--- config.mk ---
export PLATFORM = sky130hd
export DESIGN_NAME = bmfr_cfg
export DESIGN_NICKNAME = d
export VERILOG_FILES = /design/src/hw/rtl/bmfr_pkg.sv /design/src/hw/rtl/bmfr_cfg.sv
export SDC_FILE = /design/constraint.sdc
export NUM_CORES = 1
export LEC_CHECK = 0
export BUFFER_PORTS_ARGS = -buffer_cell sky130_fd_sc_hd__buf_2
export CAP_MARGIN = 10
export CORE_UTILIZATION = 33
export CTS_CLUSTER_SIZE = 20
export DETAILED_ROUTE_END_ITERATION = 16
export PLACE_DENSITY = 0.87
export RECOVER_POWER = 100
export SYNTH_ARGS = -nofsm -noshare
export SYNTH_HDL_FRONTEND = slang
export SYNTH_SLANG_ARGS = --single-unit
--- constraint.sdc ---
create_clock -name clk_i -period 1.5 [get_ports clk_i]
set_clock_uncertainty 0.2 [all_clocks]
set_input_delay 0.15 -clock clk_i [delete_from_list [all_inputs] [get_ports clk_i]]
set_output_delay 0.15 -clock clk_i [all_outputs]
set_load 0.005 [all_outputs]
--- src/hw/rtl/bmfr_pkg.sv ---
// ----------------------------------------------------------------------------
// bmfr_pkg: shared types and constants of the flash rewrite core
// Transfer payloads, op and status codes, default geometry.
// ----------------------------------------------------------------------------
`default_nettype none

package bmfr_pkg;

  // default array geometry
  localparam int SECTORS_PER_BLOCK = 32;
  localparam int NUM_BLOCKS        = 64;
  localparam int DATA_WIDTH        = 32;

  // fixed field widths
  localparam int ADDR_W  = 11;
  localparam int BLK_W   = 6;
  localparam int WORD_W  = 32;
  localparam int BIU_W   = 7;
  localparam int CNT_W   = 7;
  localparam int PADDR_W = 2;
  localparam int PDATA_W = 32;

  // low byte of an empty sector
  localparam logic [7:0] EMPTY_BYTE = 8'h00;

  // reset value of the blocks-in-use register
  localparam int BIU_RESET = 64;

  // register byte addresses
  localparam logic [PADDR_W-1:0] REG_BLOCKS_IN_USE = 2'd0;

  typedef enum logic [1:0] {
    OP_READ  = 2'd0,
    OP_WRITE = 2'd1,
    OP_ERASE = 2'd2
  } op_e;

  typedef enum logic [1:0] {
    ST_OK      = 2'd0,
    ST_RANGE   = 2'd1,
    ST_NO_FREE = 2'd2
  } status_e;

  typedef struct packed {
    op_e                op;
    logic [ADDR_W-1:0]  sector_address;
    logic [BLK_W-1:0]   block_number;
    logic [WORD_W-1:0]  write_data;
  } in_req_t;

  typedef struct packed {
    status_e            status;
    logic [WORD_W-1:0]  read_data;
    logic [CNT_W-1:0]   program_count;
  } out_rsp_t;

endpackage

`default_nettype wire

--- src/hw/rtl/bmfr_cfg.sv ---
// ----------------------------------------------------------------------------
// bmfr_cfg: configuration register file
// APB-style access to the blocks-in-use register, saturated to the array.
// ----------------------------------------------------------------------------
`default_nettype none

module bmfr_cfg
  import bmfr_pkg::*;
#(
  parameter int NUM_BLOCKS_P = NUM_BLOCKS
) (
  input  wire logic               clk_i,
  input  wire logic               rst_ni,
  input  wire logic               psel,
  input  wire logic               penable,
  input  wire logic               pwrite,
  input  wire logic [PADDR_W-1:0] paddr,
  input  wire logic [PDATA_W-1:0] pwdata,
  output      logic [PDATA_W-1:0] prdata,
  output      logic               pready,
  output      logic [BIU_W-1:0]   blocks_in_use_o
);

  localparam int SAT_I = (NUM_BLOCKS_P > 127) ? 127 : NUM_BLOCKS_P;
  localparam logic [BIU_W-1:0] SAT = BIU_W'(SAT_I);
  localparam logic [BIU_W-1:0] RST = (BIU_RESET > SAT_I) ? SAT : BIU_W'(BIU_RESET);

  logic [BIU_W-1:0] biu_q, biu_d;
  logic [BIU_W-1:0] wval;
  logic             wr_en;

  // write decode, every address maps onto the one register
  assign wr_en = psel && penable && pwrite && pready;
  assign wval  = pwdata[BIU_W-1:0];

  always_comb begin
    biu_d = biu_q;
    if (wr_en) begin
      biu_d = (wval > SAT) ? SAT : wval;
    end
  end

  always_ff @(posedge clk_i or negedge rst_ni) begin
    if (!rst_ni) begin
      biu_q <= RST;
    end else begin
      biu_q <= biu_d;
    end
  end

  // read data
  always_comb begin
    case (paddr)
      REG_BLOCKS_IN_USE: prdata = PDATA_W'(biu_q);
      default:           prdata = PDATA_W'(biu_q);
    endcase
  end

  assign pready          = 1'b1;
  assign blocks_in_use_o = biu_q;

endmodule

`default_nettype wire

==> run summary <==
The run finished with clean final reports. The number of H-tree levels came out at 1. The highest achievable clock rate is 804 MHz. The period utilization came out at 83.0%. Data on the critical path is required at its endpoint by around 1200 ps. The count of nets left with antenna violations once routing finished came out at 0. The worst hold path was traced through 3 stages. The biggest area contributor in the post-synthesis netlist is sky130_fd_sc_hd__buf_4. The post-layout instance area came out at roughly 590 sq um. The placement-stage worst setup slack came out at about 170 ps.

Across the run, the number of max-cap violations was 0. Buffers added to address setup during post-CTS repair amount to 0. The final core area utilization is between 30% and 40%. IR analysis of the VDD net gives a maximum drop of 320 uV. The post-synthesis sequential element count came out at 7.

The via density per instance is 3.44. The power per unit of standard cell area came out at roughly 900 nW/um^2. Summing internal, switching and leakage power gives between 0.0005 and 0.0006 W.

Counting cells, the worst reg-to-reg path comes to 1. STA classifies the critical path endpoint as an output port. The HPWL after detailed placement is ~680 um. For the worst setup path, the data arrival time is slightly below 900 ps. In this design, the largest share of critical-path delay is due to flip-flops. The count of endpoints failing setup in the final report is 0. The first global-routing pass estimated slightly above 1000 um of wire. The largest single stage delay on the critical path is ~530 ps.

The worst reg-to-reg setup slack is roughly 470 ps. The die area came out at 1970 sq um. The flip-flop count of the largest register, all copies and words added is 7.

The number of instances in the synthesized netlist came out at 57. The overall overflow remaining after global route is 0. The count of flip-flops with a built-in enable after synthesis came out at 0. The number of nets at the end of the flow came out at about 120. The synthesized netlist occupies a cell area of just under 600 sq um. The mean area per synthesized cell came out at 10.4 sq um.

The top-area cell type share of the netlist area came out at 41.9%. The overall routed net length came out at roughly 770 um. Clock tree synthesis selected as its root buffer the cell sky130_fd_sc_hd__clkbuf_4. The per-cell routed wire length is 7.64 um. The most instantiated library cell after synthesis is sky130_fd_sc_hd__buf_4. Setup repair after global routing left no endpoint under its margin. The number of port buffers is 25. Together, buffers and inverters on the worst path number 1.

The number of stages on the worst setup path came out at 1. The number of failing hold endpoints at the final stage came to 0. The number of global-route vias before repair is 262. TritonCTS built the clock tree. The number of sinks handled by clock tree synthesis is 7. Along the worst path, the maximum fanout reaches 3.

In the routed design, unresolved DRC markers number 0. The cell area reported after detailed placement is a little under 600 sq um. The number of vias after detailed routing came out at between 300 and 400. The setup TNS after final layout came out at 0 ps.

The initial antenna violation count is 0. For this design the top-level I/O count stands at just under 80. The sequential share of the synthesized area came out at around 30%.

The post-layout minimum cycle time is 1240 ps. The fraction of registers with async set or reset after synthesis is 100%. The layout-stage area growth over the synthesis result is -1.06%. STA classifies the critical path startpoint as a flip-flop. The floorplan step defined a core boundary enclosing approximately 1600 sq um. The total clock buffers created by CTS is 3. For this design, the slowest cell found on the critical path is sky130_fd_sc_hd__dfstp_1.

After synthesis, the cell types taking the most area are sky130_fd_sc_hd__buf_4 (42%), sky130_fd_sc_hd__dfrtp_1 (25%), sky130_fd_sc_hd__mux2_4 (18%). Among all flip-flop cells after synthesis, the most frequent one is sky130_fd_sc_hd__dfrtp_1. The global routing usage summed across all routing layers came out at under 10%. The number of antenna repair diodes is 0. Traced cell by cell, the critical path runs through buf_2.

The standby leakage power is around 0.35 nW. The critical path is of the flip-flop to output port type. Entering global routing, the biggest net connects 8 pins. The row count came out at 14. The deepest clock path buffer count is 2. For this run, the detailed router's first-pass iteration total came to 6. The x dimension of the die is roughly 44 um. For the worst-skew pair, the clock arrives at the later sink with an insertion delay of 240 ps. The vertical extent of the die came out at approximately 44 um.

The starting density of the core came out at between 30% and 40%. The final worst setup slack came out at roughly 260 ps. The Yosys warning count came out at 0. The congestion estimate from routability-driven global placement came to ~0.64. In the synthesized netlist, the cells that appear most often are sky130_fd_sc_hd__buf_4 (33), sky130_fd_sc_hd__mux2_4 (7), sky130_fd_sc_hd__dfrtp_1 (6), sky130_fd_sc_hd__nor2b_1 (6), sky130_fd_sc_hd__conb_1 (2). The clock edge transition at the registers on the reported setup and hold paths is 50 ps. The number of max-slew violations in the final report is 0.

The worst min-delay path class is primary input to flip-flop. The synthesized netlist contains 8 unique library cells. Of the cells placed in the final design, the portion with a size suffix greater than 1 is 33.8%. The initial DRC count is 2.
what timing repair did:
action | CTS | global route
gates resized for setup | 0 | 0
hold buffers | 1 | 0
endpoints found under the hold margin | 7 | 0
stage by stage:
stage	std cells	hold slack, ps
2_1_floorplan	81	-346
3_3_place_gp	96	-221
3_5_place_dp	96	-216
4_1_cts	101	44.7
5_1_grt	101	61.6
6_report	101	48.3
power breakdown:
group	switching (W)	total (W)	leakage, nW	internal [W]
clock network	0.0000610	0.000162	0.0150	0.000101
logic	0.0000631	0.000132	0.246	0.0000691
registers	0.0000193	0.000241	0.0877	0.000222
total	0.000143	0.000535	0.348	0.000392
logic make-up after synthesis:
| family | after synthesis | share of synthesized area (%) |
|---|---|---|
| multiplexers | 7 | 17.8 |
| buffers and inverters | 34 | 43.8 |
| AND/OR/NAND/NOR | 7 | 7.40 |
| flip-flops | 7 | 29.8 |
| other | 2 | 1.27 |
worst paths after layout:
| path | start | endpoint |
|---|---|---|
| worst max-delay path | blocks_in_use_o[6]$_DFFE_PN1P_ | blocks_in_use_o[6] |
| worst min-delay path | pwdata[3] | blocks_in_use_o[3]$_DFFE_PN0P_ |
| worst max register to register | blocks_in_use_o[1]$_DFFE_PN0P_ | blocks_in_use_o[1]$_DFFE_PN0P_ |
| worst min register to register | blocks_in_use_o[4]$_DFFE_PN0P_ | blocks_in_use_o[4]$_DFFE_PN0P_ |
| max in group asynchronous | rst_ni | blocks_in_use_o[6]$_DFFE_PN1P_ |
| min in group asynchronous | rst_ni | blocks_in_use_o[3]$_DFFE_PN0P_ |
area by class of cell:
| class | count | area [sq um] |
|---|---|---|
| tap | 24 | 30.0 |
| multi-input combinational | 40 | 220 |
| timing repair buffer | 26 | 133 |
| fill | 175 | 1010 |
| sequential | 7 | 176 |
| clock buffer | 4 | 26.3 |
metal layers:
| metal | GRT usage [%] | wire (um) | vias up |
|---|---|---|---|
| met3 | 1.63 | 88 | 0 |
| met5 | 0 | 0 | - |
| li1 | - | - | 157 |
| met2 | 15.0 | 438 | 33 |
| met4 | 5.45 | 0 | 0 |
| met1 | 5.72 | 245 | 157 |
tightest hold or removal path, delay by kind of cell:
kind	cells	cell delay (ps)
simple gates	1	110
mux	1	130
buf+inv	1	70
cells in the final DEF (no fill, tap or decap):
cell,n
sky130_fd_sc_hd__conb_1,26
sky130_fd_sc_hd__buf_2,23
sky130_fd_sc_hd__mux2_1,7
sky130_fd_sc_hd__nor2b_1,6
sky130_fd_sc_hd__dfrtp_1,6
sky130_fd_sc_hd__clkbuf_4,3
sky130_fd_sc_hd__clkbuf_1,3
sky130_fd_sc_hd__and3_1,1
sky130_fd_sc_hd__dfstp_1,1
sky130_fd_sc_hd__dlygate4sd3_1,1
Note: power is estimated with default switching activity, not from simulation.
