<file path="config.mk">
export PLATFORM = sky130hd
export DESIGN_NAME = bmfr_seq
export DESIGN_NICKNAME = d
export VERILOG_FILES = /design/src/hw/rtl/bmfr_pkg.sv /design/src/hw/rtl/bmfr_seq.sv
export SDC_FILE = /design/constraint.sdc
export NUM_CORES = 1
export LEC_CHECK = 0
export BUFFER_PORTS_ARGS = -buffer_cell sky130_fd_sc_hd__buf_2
export CAP_MARGIN = 20
export CELL_PAD_IN_SITES_DETAIL_PLACEMENT = 0
export CELL_PAD_IN_SITES_GLOBAL_PLACEMENT = 2
export CORE_MARGIN = 5
export CORE_UTILIZATION = 39
export CTS_BUF_LIST = sky130_fd_sc_hd__clkbuf_4 sky130_fd_sc_hd__clkbuf_8
export CTS_CLUSTER_DIAMETER = 50
export DETAILED_ROUTE_END_ITERATION = 16
export GPL_ROUTABILITY_DRIVEN = 0
export HOLD_SLACK_MARGIN = 0.08
export PLACE_DENSITY_LB_ADDON = 0.05
export SETUP_SLACK_MARGIN = 0.3
export SYNTH_ARGS = -nofsm -noshare
export SYNTH_HDL_FRONTEND = slang
export SYNTH_SLANG_ARGS = --single-unit
</file>
<file path="constraint.sdc">
create_clock -name clk_i -period 7 [get_ports clk_i]
set_clock_uncertainty 0.05 [all_clocks]
set_input_delay 0 -clock clk_i [delete_from_list [all_inputs] [get_ports clk_i]]
set_output_delay 0 -clock clk_i [all_outputs]
set_load 0.02 [all_outputs]
</file>
<file path="src/hw/rtl/bmfr_pkg.sv">
// ----------------------------------------------------------------------------
// bmfr_pkg: shared types and constants of the flash rewrite core
// Transfer payloads, op and status codes, default geometry.
// ----------------------------------------------------------------------------
`default_nettype none

package bmfr_pkg;

  // default array geometry
  localparam int SECTORS_PER_BLOCK = 32;
  localparam int NUM_BLOCKS        = 64;
  localparam int DATA_WIDTH        = 32;

  // fixed field widths
  localparam int ADDR_W  = 11;
  localparam int BLK_W   = 6;
  localparam int WORD_W  = 32;
  localparam int BIU_W   = 7;
  localparam int CNT_W   = 7;
  localparam int PADDR_W = 2;
  localparam int PDATA_W = 32;

  // low byte of an empty sector
  localparam logic [7:0] EMPTY_BYTE = 8'h00;

  // reset value of the blocks-in-use register
  localparam int BIU_RESET = 64;

  // register byte addresses
  localparam logic [PADDR_W-1:0] REG_BLOCKS_IN_USE = 2'd0;

  typedef enum logic [1:0] {
    OP_READ  = 2'd0,
    OP_WRITE = 2'd1,
    OP_ERASE = 2'd2
  } op_e;

  typedef enum logic [1:0] {
    ST_OK      = 2'd0,
    ST_RANGE   = 2'd1,
    ST_NO_FREE = 2'd2
  } status_e;

  typedef struct packed {
    op_e                op;
    logic [ADDR_W-1:0]  sector_address;
    logic [BLK_W-1:0]   block_number;
    logic [WORD_W-1:0]  write_data;
  } in_req_t;

  typedef struct packed {
    status_e            status;
    logic [WORD_W-1:0]  read_data;
    logic [CNT_W-1:0]   program_count;
  } out_rsp_t;

endpackage

`default_nettype wire

</file>
<file path="src/hw/rtl/bmfr_seq.sv">
// ----------------------------------------------------------------------------
// bmfr_seq: operation sequencer
// Walks the store one sector per step through the shared ram port for
// reads, writes, spare search, rewrite copies, erases and the clear after reset.
// ----------------------------------------------------------------------------
`default_nettype none

module bmfr_seq
  import bmfr_pkg::*;
#(
  parameter int SECTORS_PER_BLOCK_P = SECTORS_PER_BLOCK,
  parameter int NUM_BLOCKS_P        = NUM_BLOCKS,
  parameter int DATA_WIDTH_P        = DATA_WIDTH,
  localparam int OW = $clog2(SECTORS_PER_BLOCK_P),
  localparam int BW = $clog2(NUM_BLOCKS_P),
  localparam int AW = BW + OW
) (
  input  wire logic                    clk_i,
  input  wire logic                    rst_ni,
  input  wire logic [BIU_W-1:0]        blocks_in_use_i,
  input  wire logic                    in_valid_i,
  output      logic                    in_ready_o,
  input  wire in_req_t                 in_data_i,
  output      logic                    out_valid_o,
  input  wire logic                    out_ready_i,
  output      out_rsp_t                out_data_o,
  output      logic                    ram_we_o,
  output      logic [AW-1:0]           ram_waddr_o,
  output      logic [DATA_WIDTH_P-1:0] ram_wdata_o,
  output      logic [AW-1:0]           ram_raddr_o,
  input  wire logic [DATA_WIDTH_P-1:0] ram_rdata_i
);

  localparam int CW0 = (AW > ADDR_W) ? AW : ADDR_W;
  localparam int CW  = (CW0 > BIU_W + OW) ? CW0 : BIU_W + OW;
  localparam int BCW = (BW + 1 > BIU_W) ? BW + 1 : BIU_W;
  localparam logic [OW-1:0] J_LAST   = OW'(SECTORS_PER_BLOCK_P - 1);
  localparam logic [AW-1:0] CLR_LAST = AW'(SECTORS_PER_BLOCK_P * NUM_BLOCKS_P - 1);

  typedef enum logic [3:0] {
    S_CLEAR, S_IDLE, S_RD_REQ, S_RD_DATA, S_WR_REQ, S_WR_CHK,
    S_SR_REQ, S_SR_CHK, S_CP_REQ, S_CP_WR, S_BK_REQ, S_BK_WR,
    S_WIPE, S_ERASE, S_DONE
  } state_e;

  state_e                   state_q, state_d;
  logic [AW-1:0]            clr_q, clr_d;
  logic [AW-1:0]            addr_q, addr_d;
  logic [BW-1:0]            blk_q, blk_d;
  logic [BW-1:0]            spare_q, spare_d;
  logic [DATA_WIDTH_P-1:0]  word_q, word_d;
  logic [BCW-1:0]           b_q, b_d;
  logic [OW-1:0]            j_q, j_d;
  status_e                  status_q, status_d;
  logic [WORD_W-1:0]        rdata_q, rdata_d;
  logic [CNT_W-1:0]         cnt_q, cnt_d;
  logic                     out_valid_q, out_valid_d;
  out_rsp_t                 out_q, out_d;

  logic [BIU_W+OW-1:0]      sectors_used;
  logic [CW-1:0]            addr_ext, blk_ext;
  logic                     addr_in_rng, blk_in_rng;
  logic [BW-1:0]            home;
  logic [OW-1:0]            off;
  logic                     rd_full;
  logic [63:0]              rd_wide;

  // range checks on the incoming item
  assign sectors_used = {blocks_in_use_i, {OW{1'b0}}};
  assign addr_ext     = CW'(in_data_i.sector_address);
  assign blk_ext      = CW'(in_data_i.block_number);
  assign addr_in_rng  = addr_ext < CW'(sectors_used);
  assign blk_in_rng   = {1'b0, in_data_i.block_number} < blocks_in_use_i;

  assign home    = addr_q[AW-1:OW];
  assign off     = addr_q[OW-1:0];
  assign rd_full = ram_rdata_i[7:0] != EMPTY_BYTE;
  assign rd_wide = 64'(ram_rdata_i);

  assign in_ready_o = (state_q == S_IDLE);

  // next state and ram access
  always_comb begin
    state_d     = state_q;
    clr_d       = clr_q;
    addr_d      = addr_q;
    blk_d       = blk_q;
    spare_d     = spare_q;
    word_d      = word_q;
    b_d         = b_q;
    j_d         = j_q;
    status_d    = status_q;
    rdata_d     = rdata_q;
    cnt_d       = cnt_q;
    out_d       = out_q;
    out_valid_d = out_valid_q && !out_ready_i;
    ram_we_o    = 1'b0;
    ram_waddr_o = addr_q;
    ram_wdata_o = '0;
    ram_raddr_o = addr_q;
    case (state_q)
      S_CLEAR: begin
        ram_we_o    = 1'b1;
        ram_waddr_o = clr_q;
        clr_d       = clr_q + AW'(1);
        if (clr_q == CLR_LAST) begin
          state_d = S_IDLE;
        end
      end
      S_IDLE: begin
        if (in_valid_i) begin
          addr_d   = addr_ext[AW-1:0];
          blk_d    = blk_ext[BW-1:0];
          word_d   = DATA_WIDTH_P'(in_data_i.write_data);
          status_d = ST_OK;
          rdata_d  = '0;
          cnt_d    = '0;
          j_d      = '0;
          b_d      = '0;
          case (in_data_i.op)
            OP_READ: begin
              if (addr_in_rng) state_d = S_RD_REQ;
              else begin
                status_d = ST_RANGE;
                state_d  = S_DONE;
              end
            end
            OP_WRITE: begin
              if (addr_in_rng) state_d = S_WR_REQ;
              else begin
                status_d = ST_RANGE;
                state_d  = S_DONE;
              end
            end
            OP_ERASE: begin
              if (blk_in_rng) state_d = S_ERASE;
              else begin
                status_d = ST_RANGE;
                state_d  = S_DONE;
              end
            end
            default: begin
              status_d = ST_RANGE;
              state_d  = S_DONE;
            end
          endcase
        end
      end
      S_RD_REQ: begin
        state_d = S_RD_DATA;
      end
      S_RD_DATA: begin
        rdata_d = rd_wide[WORD_W-1:0];
        state_d = S_DONE;
      end
      S_WR_REQ: begin
        state_d = S_WR_CHK;
      end
      // program in place or start the spare search
      S_WR_CHK: begin
        if (!rd_full) begin
          ram_we_o    = 1'b1;
          ram_wdata_o = word_q;
          cnt_d       = CNT_W'(1);
          state_d     = S_DONE;
        end else begin
          state_d = S_SR_REQ;
        end
      end
      S_SR_REQ: begin
        ram_raddr_o = {b_q[BW-1:0], j_q};
        if (b_q == BCW'(blocks_in_use_i)) begin
          status_d = ST_NO_FREE;
          state_d  = S_DONE;
        end else if (b_q[BW-1:0] == home) begin
          b_d = b_q + BCW'(1);
        end else begin
          state_d = S_SR_CHK;
        end
      end
      S_SR_CHK: begin
        if (rd_full) begin
          b_d     = b_q + BCW'(1);
          j_d     = '0;
          state_d = S_SR_REQ;
        end else if (j_q == J_LAST) begin
          j_d     = '0;
          spare_d = b_q[BW-1:0];
          state_d = S_CP_REQ;
        end else begin
          j_d     = j_q + OW'(1);
          state_d = S_SR_REQ;
        end
      end
      // home block into spare, new word at its offset
      S_CP_REQ: begin
        ram_raddr_o = {home, j_q};
        state_d     = S_CP_WR;
      end
      S_CP_WR: begin
        ram_waddr_o = {spare_q, j_q};
        if (j_q == off) begin
          ram_we_o    = 1'b1;
          ram_wdata_o = word_q;
          cnt_d       = cnt_q + CNT_W'(1);
        end else if (rd_full) begin
          ram_we_o    = 1'b1;
          ram_wdata_o = ram_rdata_i;
          cnt_d       = cnt_q + CNT_W'(1);
        end
        if (j_q == J_LAST) begin
          j_d     = '0;
          state_d = S_BK_REQ;
        end else begin
          j_d     = j_q + OW'(1);
          state_d = S_CP_REQ;
        end
      end
      // spare block back over the whole home block
      S_BK_REQ: begin
        ram_raddr_o = {spare_q, j_q};
        state_d     = S_BK_WR;
      end
      S_BK_WR: begin
        ram_we_o    = 1'b1;
        ram_waddr_o = {home, j_q};
        ram_wdata_o = ram_rdata_i;
        cnt_d       = cnt_q + CNT_W'(1);
        if (j_q == J_LAST) begin
          j_d     = '0;
          state_d = S_WIPE;
        end else begin
          j_d     = j_q + OW'(1);
          state_d = S_BK_REQ;
        end
      end
      S_WIPE: begin
        ram_we_o    = 1'b1;
        ram_waddr_o = {spare_q, j_q};
        j_d         = j_q + OW'(1);
        if (j_q == J_LAST) begin
          state_d = S_DONE;
        end
      end
      S_ERASE: begin
        ram_we_o    = 1'b1;
        ram_waddr_o = {blk_q, j_q};
        cnt_d       = cnt_q + CNT_W'(1);
        j_d         = j_q + OW'(1);
        if (j_q == J_LAST) begin
          state_d = S_DONE;
        end
      end
      // hand the result to the output register
      S_DONE: begin
        if (!out_valid_q || out_ready_i) begin
          out_d.status        = status_q;
          out_d.read_data     = rdata_q;
          out_d.program_count = cnt_q;
          out_valid_d         = 1'b1;
          state_d             = S_IDLE;
        end
      end
      default: begin
        state_d = S_IDLE;
      end
    endcase
  end

  always_ff @(posedge clk_i or negedge rst_ni) begin
    if (!rst_ni) begin
      state_q     <= S_CLEAR;
      clr_q       <= '0;
      out_valid_q <= 1'b0;
      b_q         <= '0;
      j_q         <= '0;
    end else begin
      state_q     <= state_d;
      clr_q       <= clr_d;
      out_valid_q <= out_valid_d;
      b_q         <= b_d;
      j_q         <= j_d;
    end
  end

  always_ff @(posedge clk_i) begin
    addr_q   <= addr_d;
    blk_q    <= blk_d;
    spare_q  <= spare_d;
    word_q   <= word_d;
    status_q <= status_d;
    rdata_q  <= rdata_d;
    cnt_q    <= cnt_d;
    out_q    <= out_d;
  end

  assign out_valid_o = out_valid_q;
  assign out_data_o  = out_q;

  // an accepted item keeps the input side closed on the next cycle
  a_busy_after_accept: assert property (@(posedge clk_i) disable iff (!rst_ni)
    in_valid_i && in_ready_o |=> !in_ready_o)
    else $error("input accepted twice in a row");

  // the wipe of the spare and the block erase write zeros only
  a_wipe_zero: assert property (@(posedge clk_i) disable iff (!rst_ni)
    ram_we_o && (state_q == S_WIPE || state_q == S_ERASE) |-> ram_wdata_o == '0)
    else $error("erase wrote nonzero data");

  // a result appears only from the done step
  a_result_from_done: assert property (@(posedge clk_i) disable iff (!rst_ni)
    $rose(out_valid_q) |-> $past(state_q == S_DONE))
    else $error("result raised outside done step");

endmodule

`default_nettype wire

</file>
==> results.tsv, run 1 <==
stage	metric	value	unit
setup_path	required	7.12	ns
power	power.leakage	4.10	nW
power	power.density	271	nW/um^2
cts	path_clk_slew	0.09	ns
sta	worst_slew_pin_slew	1.09	ns
cts	ctsResizeCount	0	
floorplanning	coreArea	19300	sq um
synthesis	ys_ff_latch	165	
routing	wl_met1	8.30	mm
cts	ctsRootBufferMaster	clkbuf_8	
routing	top_layer	met4	
synthesis	syn-cell-area	7590	sq um
sta	timing.hold.ws	0.0900	ns
floorplanning	ios	192	
sta	fin_crit_sh	48.9	%
routing	drc_errors	0	
final_layout	final_cell_area	10100	sq um
sta	period_minus_slack	3.42	ns
final_layout	area_growth	32.7	%
synthesis	synth_area_per_cell	12.9	sq um
cts	cts_made_buffers	17	
floorplanning	rows	51	
setup_path	endpoint_kind	register	
global_route	grt_overflow	0	
synthesis	synth_cell_type_count	59	
synthesis	synth_ff_type	edfxtp_1	
job	drv_cap	0	
global_route	grt_max_degree	55	
routing	finalWirelength	20.8	mm
sta	rsz0062_at_grt	false	
routing	vias_per_cell	5.09	
setup_path	cp_slowest_stage_delay	0.77	ns
synthesis	ys_seq_area_share	63.5	%
routing	drtPass1Iterations	5	
sta	hold_viol	0	
place	placed_cell_area	8790	sq um
power	irDropWorstVdd	0.000131	V
place	io_buffers	191	
routing	avgRoutedWirePerCell	18.1	microns
cts	cts.sinks	165	
place	place_hpwl	15.0	mm
setup_path	critPathTopFamily	buffers and inverters	
outcome	status	completed	
setup_path	cp_slowest_cell	nor4_1	
global_route	track_usage	18.4	%
floorplanning	dieArea	22300	sq um
sta	timing.fmax	292	MHz
synthesis	yosys_warnings	0	
sta	setup_violations	0	
final_layout	nets	983	
setup_path	arrival	3.54	ns
final_layout	drive_gt1_share	28.3	%
final_layout	fin_util	52.1	%
synthesis	synth_edf_count	137	
cts	cts_buffer_depth	2	
setup_path	cp_max_fo	8	
cts	tritoncts	yes	
sta	maxSlewHeadroom	27.0	%
synthesis	synthArstFlopShare	17.0	%
sta	slew_viol_final	0	
global_route	grt_pass1_wl	31.7	mm
routing	first_iter_violations	321	
synthesis	postSynthNetCount	701	
global_route	antenna_found_initial	0	
routing	dr_wl_met2	10.8	mm
routing	num_vias	5834	
global_route	grt_pass1_vias	6017	
setup_path	worst-path-buf-inv	2	
cts	clk_latency	0.45	ns
synthesis	synthCells	587	
setup_path	path_cells	xnor2_1 -> nand4_1 -> dlygate4sd3_1 -> nor4_1 -> dlygate4sd3_1 -> nand2_1 -> nand2_1	
setup_path	critPathLaunchType	register	
final_layout	fillers	1764	
setup_path	critical_path_class	reg -> reg	
floorplanning	fp.dieW	149	microns
final_layout	antenna_cells	0	
power	power	2.73	mW
routing	wl_met3	1.32	mm
cts	ctsHtreeMaxLevel	4	
cts	post_cts_buffers	0	
sta	finalSetupTns	0	ns
floorplanning	dieHeight	149	microns
min_path	hold_path_class	in -> async	
routing	route.antenna.remaining_nets	0	
floorplanning	start_util	39.2	%
area by class of cell:
cell class              instances  area, sq um  share of cell area [%]
multi-input cells             381         2580                    25.7
flip-flops and latches        165         4810                    47.8
repair buffers                289         1920                    19.1
inverters                      15         56.3                   0.559
clock inverters                15          130                    1.29
well taps                     265          332                    3.29
clock buffers                  17          234                    2.32
repair_timing:
item / in CTS / in global routing
hold buffers: 91 / 0
endpoints found under the hold margin: 115 / 0
setup endpoints to repair: 0 / 0
metal layers:
layer | vias to the layer above | track usage (%)
met3 | 23 | 3.79
met4 | 0 | 6.36
met5 | - | 0
met1 | 2839 | 21.8
li1 | 2774 | -
met2 | 198 | 33.3
synthesized netlist by cell type, types with 15 or more instances:
| cell type | n | area (sq um) |
|---|---|---|
| nor2_1 | 31 | 116 |
| xnor2_1 | 16 | 140 |
| o21ai_0 | 27 | 135 |
| xor2_1 | 16 | 140 |
| a22o_1 | 32 | 280 |
| nand3_1 | 15 | 75.1 |
| dfrtp_1 | 28 | 701 |
| ha_1 | 20 | 250 |
| nand2_1 | 44 | 165 |
| a21oi_1 | 20 | 100 |
| clkbuf_1 | 16 | 60.1 |
| edfxtp_1 | 137 | 4110 |
| and2_1 | 37 | 231 |
| a22oi_1 | 24 | 180 |
path summary, 6_finish.rpt:
| kind | from | endpoint | slack (ns) | cells past startpoint |
|---|---|---|---|---|
| max in group asynchronous | rst_ni | j_q[4] | 6.34 | 2 |
| hold / removal | rst_ni | b_q[5] | 0.09 | 2 |
| min in group clk_i | blocks_in_use_i[6] | state_q[1] | 0.16 | 4 |
| setup / recovery | b_q[1] | status_q[0] | 3.58 | 7 |
| setup reg to reg | b_q[1] | status_q[0] | 3.58 | 7 |
| hold reg to reg | rdata_q[18] | out_data_o[25] | 0.37 | 0 |
sequential cells by signal, indices dropped and copies added (netlist names), 5 cells and up:
signal	count
cnt_q	7
clr_q	11
word_q	32
spare_q	6
out_data_o	41
j_q	5
rdata_q	32
addr_q	11
blk_q	6
b_q	7
layout by cell type, fill, tap and decap left out, types with 3 or more instances in the layout:
master and instances:
buf_2 191, edfxtp_1 137, dlygate4sd3_1 91, nand2_1 44, and2_1 37, a22o_1 32
nor2_1 30, dfrtp_1 28, o21ai_0 27, a22oi_1 24, a21oi_1 20, ha_1 20
clkbuf_8 17, xnor2_1 16, xor2_1 16, nand3_1 15, inv_1 13, nor3_1 9
mux2_2 9, nand2b_1 8, nand4_1 8, buf_4 7, nor4_1 6, or3_1 6
and3_1 4, nor2b_1 4, clkinv_1 4, or3_2 3, o21a_1 3, a31oi_1 3
clkinvlp_4 3
cells by family (layout without fill, tap and decap cells):
logic type	Yosys count	count (layout)	synth area share [%]
simple gates	186	186	12.8
flops	165	165	63.5
compound gates	131	131	12.3
buf+inv	41	336	2.65
xor+xnor	33	33	3.91
fa+ha+maj	20	20	3.30
mux	11	11	1.60
power breakdown:
group          total [mW]  leakage [nW]  internal (mW)  switching, mW
clock network       0.646         0.176          0.283          0.363
logic               0.742          2.30          0.297          0.444
registers            1.34          1.62           1.20          0.138
stage by stage:
stage	setup slack [ns]	instances
after floorplan	2.56	587
after global placement	4.03	1024
after detailed placement	3.99	1024
after CTS	3.64	1147
after global routing	3.45	1147
final	3.58	1147
Note: power is estimated with default switching activity, not from simulation.
==> inputs of run 2 (changes only) <==
CORE_UTILIZATION = 33   (was 39)
clock period = 2.81 ns   (was 7 ns; I/O delays follow)
==> run 2 against run 1 <==
Combinational power increased to 3.0 times the previous value. Die area increased by 17%. Via count increased by 2.3%. Non-clock buffer count increased by 19. Count of clock-buffer cells in the layout unchanged. Critical path type is now reg -> out. Critical endpoint is now ram_wdata_o[11].
==> results.tsv, run 2 (synthesis gave the netlist of run 1 again) <==
stage	metric	value	unit	change
cts	cts_buffer_depth	2		unchanged
routing	route.antenna.remaining_nets	0		unchanged
setup_path	arrival	2.44	ns	-1.10 ns
outcome	status	completed		
setup_path	cp_max_fo	18		+10
cts	path_clk_slew	0.10	ns	about the same
sta	rsz0062_at_grt	true		
place	place_hpwl	15.8	mm	+5.7%
place	placedCellCount	1062		+3.7%
global_route	track_usage	16.7	%	-1.7 points
floorplanning	dieHeight	162	microns	+8.1%
floorplanning	dieArea	26100	sq um	+17%
setup_path	required	2.76	ns	-4.36 ns
routing	first_iter_violations	308		-4.0%
setup_path	critPathTopFamily	compound AO/OA/AOI/OAI gates		
setup_path	worst-path-buf-inv	2		unchanged
sta	maxSlewHeadroom	49.3	%	+22 points
floorplanning	coreArea	22600	sq um	+17%
final_layout	final_common_cell	buf_2		
final_layout	antenna_cells	0		unchanged
job	drv_cap	0		unchanged
global_route	grt_max_degree	42		-24%
floorplanning	start_util	33.5	%	-5.7 points
power	power.leakage	4.26	nW	+4.0%
sta	period_minus_slack	2.49	ns	
global_route	antenna_found_initial	0		unchanged
final_layout	largest_reg_flops	41		unchanged
cts	clk_latency	0.46	ns	about the same
cts	ctsHtreeMaxLevel	4		unchanged
final_layout	area_growth	39.2	%	
sta	slew_viol_final	0		unchanged
cts	tritoncts	yes		
global_route	grt_overflow	0		unchanged
setup_path	endpoint_kind	primary output		
routing	num_vias	5970		+2.3%
sta	timing.fmax	402	MHz	
sta	worst_slew_pin_slew	0.760	ns	-0.335 ns
setup_path	critical_path_class	reg -> out		
routing	drtPass1Iterations	6		+1
cts	cts.sinks	165		unchanged
final_layout	final_cells	1188		+3.6%
sta	hold_viol	0		unchanged
routing	finalWirelength	22.8	mm	+9.4%
place	io_buffers	191		unchanged
sta	fin_crit_sh	88.6	%	
floorplanning	rows	55		+7.8%
setup_path	critPathLaunchType	register		
power	irDropWorstVdd	0.000339	V	+160%
routing	vias_per_cell	5.03		-1.2%
final_layout	final_cell_mix	buf_2 (178), edfxtp_1 (137), dlygate4sd3_1 (87)		
routing	drc_errors	0		unchanged
final_layout	drive_gt1_share	33.4	%	+5.1 points
setup_path	cp_slowest_stage_delay	0.51	ns	-0.26 ns
sta	setup_violations	0		unchanged
routing	avgRoutedWirePerCell	19.2	microns	+5.7%
min_path	hold_path_class	in -> async		
sta	finalSetupTns	0	ns	unchanged
floorplanning	ios	192		unchanged
power	power.density	685	nW/um^2	+150%
cts	ctsRootBufferMaster	clkbuf_8		
global_route	grt_pass1_vias	6129		+1.9%
setup_path	cp_slowest_cell	dfrtp_2		
setup_path	path_cells	buf_4 -> nor2_2 -> nand2_1 -> o21ba_4 -> a22o_1 -> buf_2		
global_route	grt_pass1_wl	33.8	mm	+6.6%
cts	cts_made_buffers	17		unchanged
power	power	7.23	mW	+160%
final_layout	nets	1004		+2.1%
floorplanning	fp.dieW	162	microns	+8.1%
## run 2: changes by cell type in the layout (fill, tap and decap cells not counted), sizes merged, moves of 2 or more
cell | previous run | this run
buf | 198 | 219
dlygate4sd3 | 91 | 87
inv | 19 | 22
clkbuf | 17 | 19
clkinv | 7 | 5
o21ba | 1 | 3
## run 2: through the flow
| stage | area, sq um | setup WS [ns] | hold WS (ns) | utilization [%] |
|---|---|---|---|---|
| after floorplan | 7630 | 0.300 | -0.346 | - |
| after global placement | 9010 | 0.416 | 0.0646 | 39.8 |
| after detailed placement | 9010 | 0.420 | 0.0647 | 39.8 |
| after CTS | 10400 | 0.283 | 0.0953 | 45.7 |
| after global routing | 10600 | 0.151 | 0.144 | 46.6 |
| final | 10600 | 0.321 | 0.0905 | 46.6 |
## run 2: layer usage
layer	GRT usage (%)	up-vias	share of wire [%]
met5	0	-	0
met4	4.84	0	2.1
met3	3.42	32	5.0
met2	27.9	192	48
met1	22.1	2917	44
li1	-	2829	-
## run 2: timing repair
action / 4_1_cts / 5_1_grt
resized for setup: 13 / 40
pin swaps: 1 / 7
gates cloned: 1 / 3
hold endpoints to repair: 114 / 0
setup buffers: 1 / 2
hold buffers: 87 / 0
setup endpoints to repair: 49 / 51
## run 2: path summary, 6_finish.rpt
path                          startpoint              end  slack [ns]  cells past startpoint
min reg2reg                  rdata_q[16]   out_data_o[23]        0.36                      0
max in group asynchronous         rst_ni           j_q[4]        2.08                      2
min in group clk_i         in_data_i[50]       state_q[3]        0.13                      3
min                               rst_ni           b_q[3]        0.09                      2
max                           state_q[2]  ram_wdata_o[11]        0.32                      6
max reg2reg                       j_q[0]       state_q[2]        0.53                      8
## run 2: where the power goes
| group | leakage, nW | internal, mW | total (mW) | switching [mW] |
|---|---|---|---|---|
| clock network | 0.206 | 0.757 | 1.79 | 1.03 |
| registers | 1.61 | 3.00 | 3.25 | 0.244 |
| logic | 2.45 | 0.865 | 2.19 | 1.33 |
| total | 4.26 | 4.62 | 7.23 | 2.61 |
## run 2: cell type report
class                           instances  area [sq um]
Clock buffer                           17           234
Tap cell                              285           357
Timing Repair Buffer                  308          2190
Multi-Input combinational cell        383          2720
Sequential cell                       165          4820
Clock inverter                         15           179
Inverter                               15          60.1
Fill cell                            2117         12100
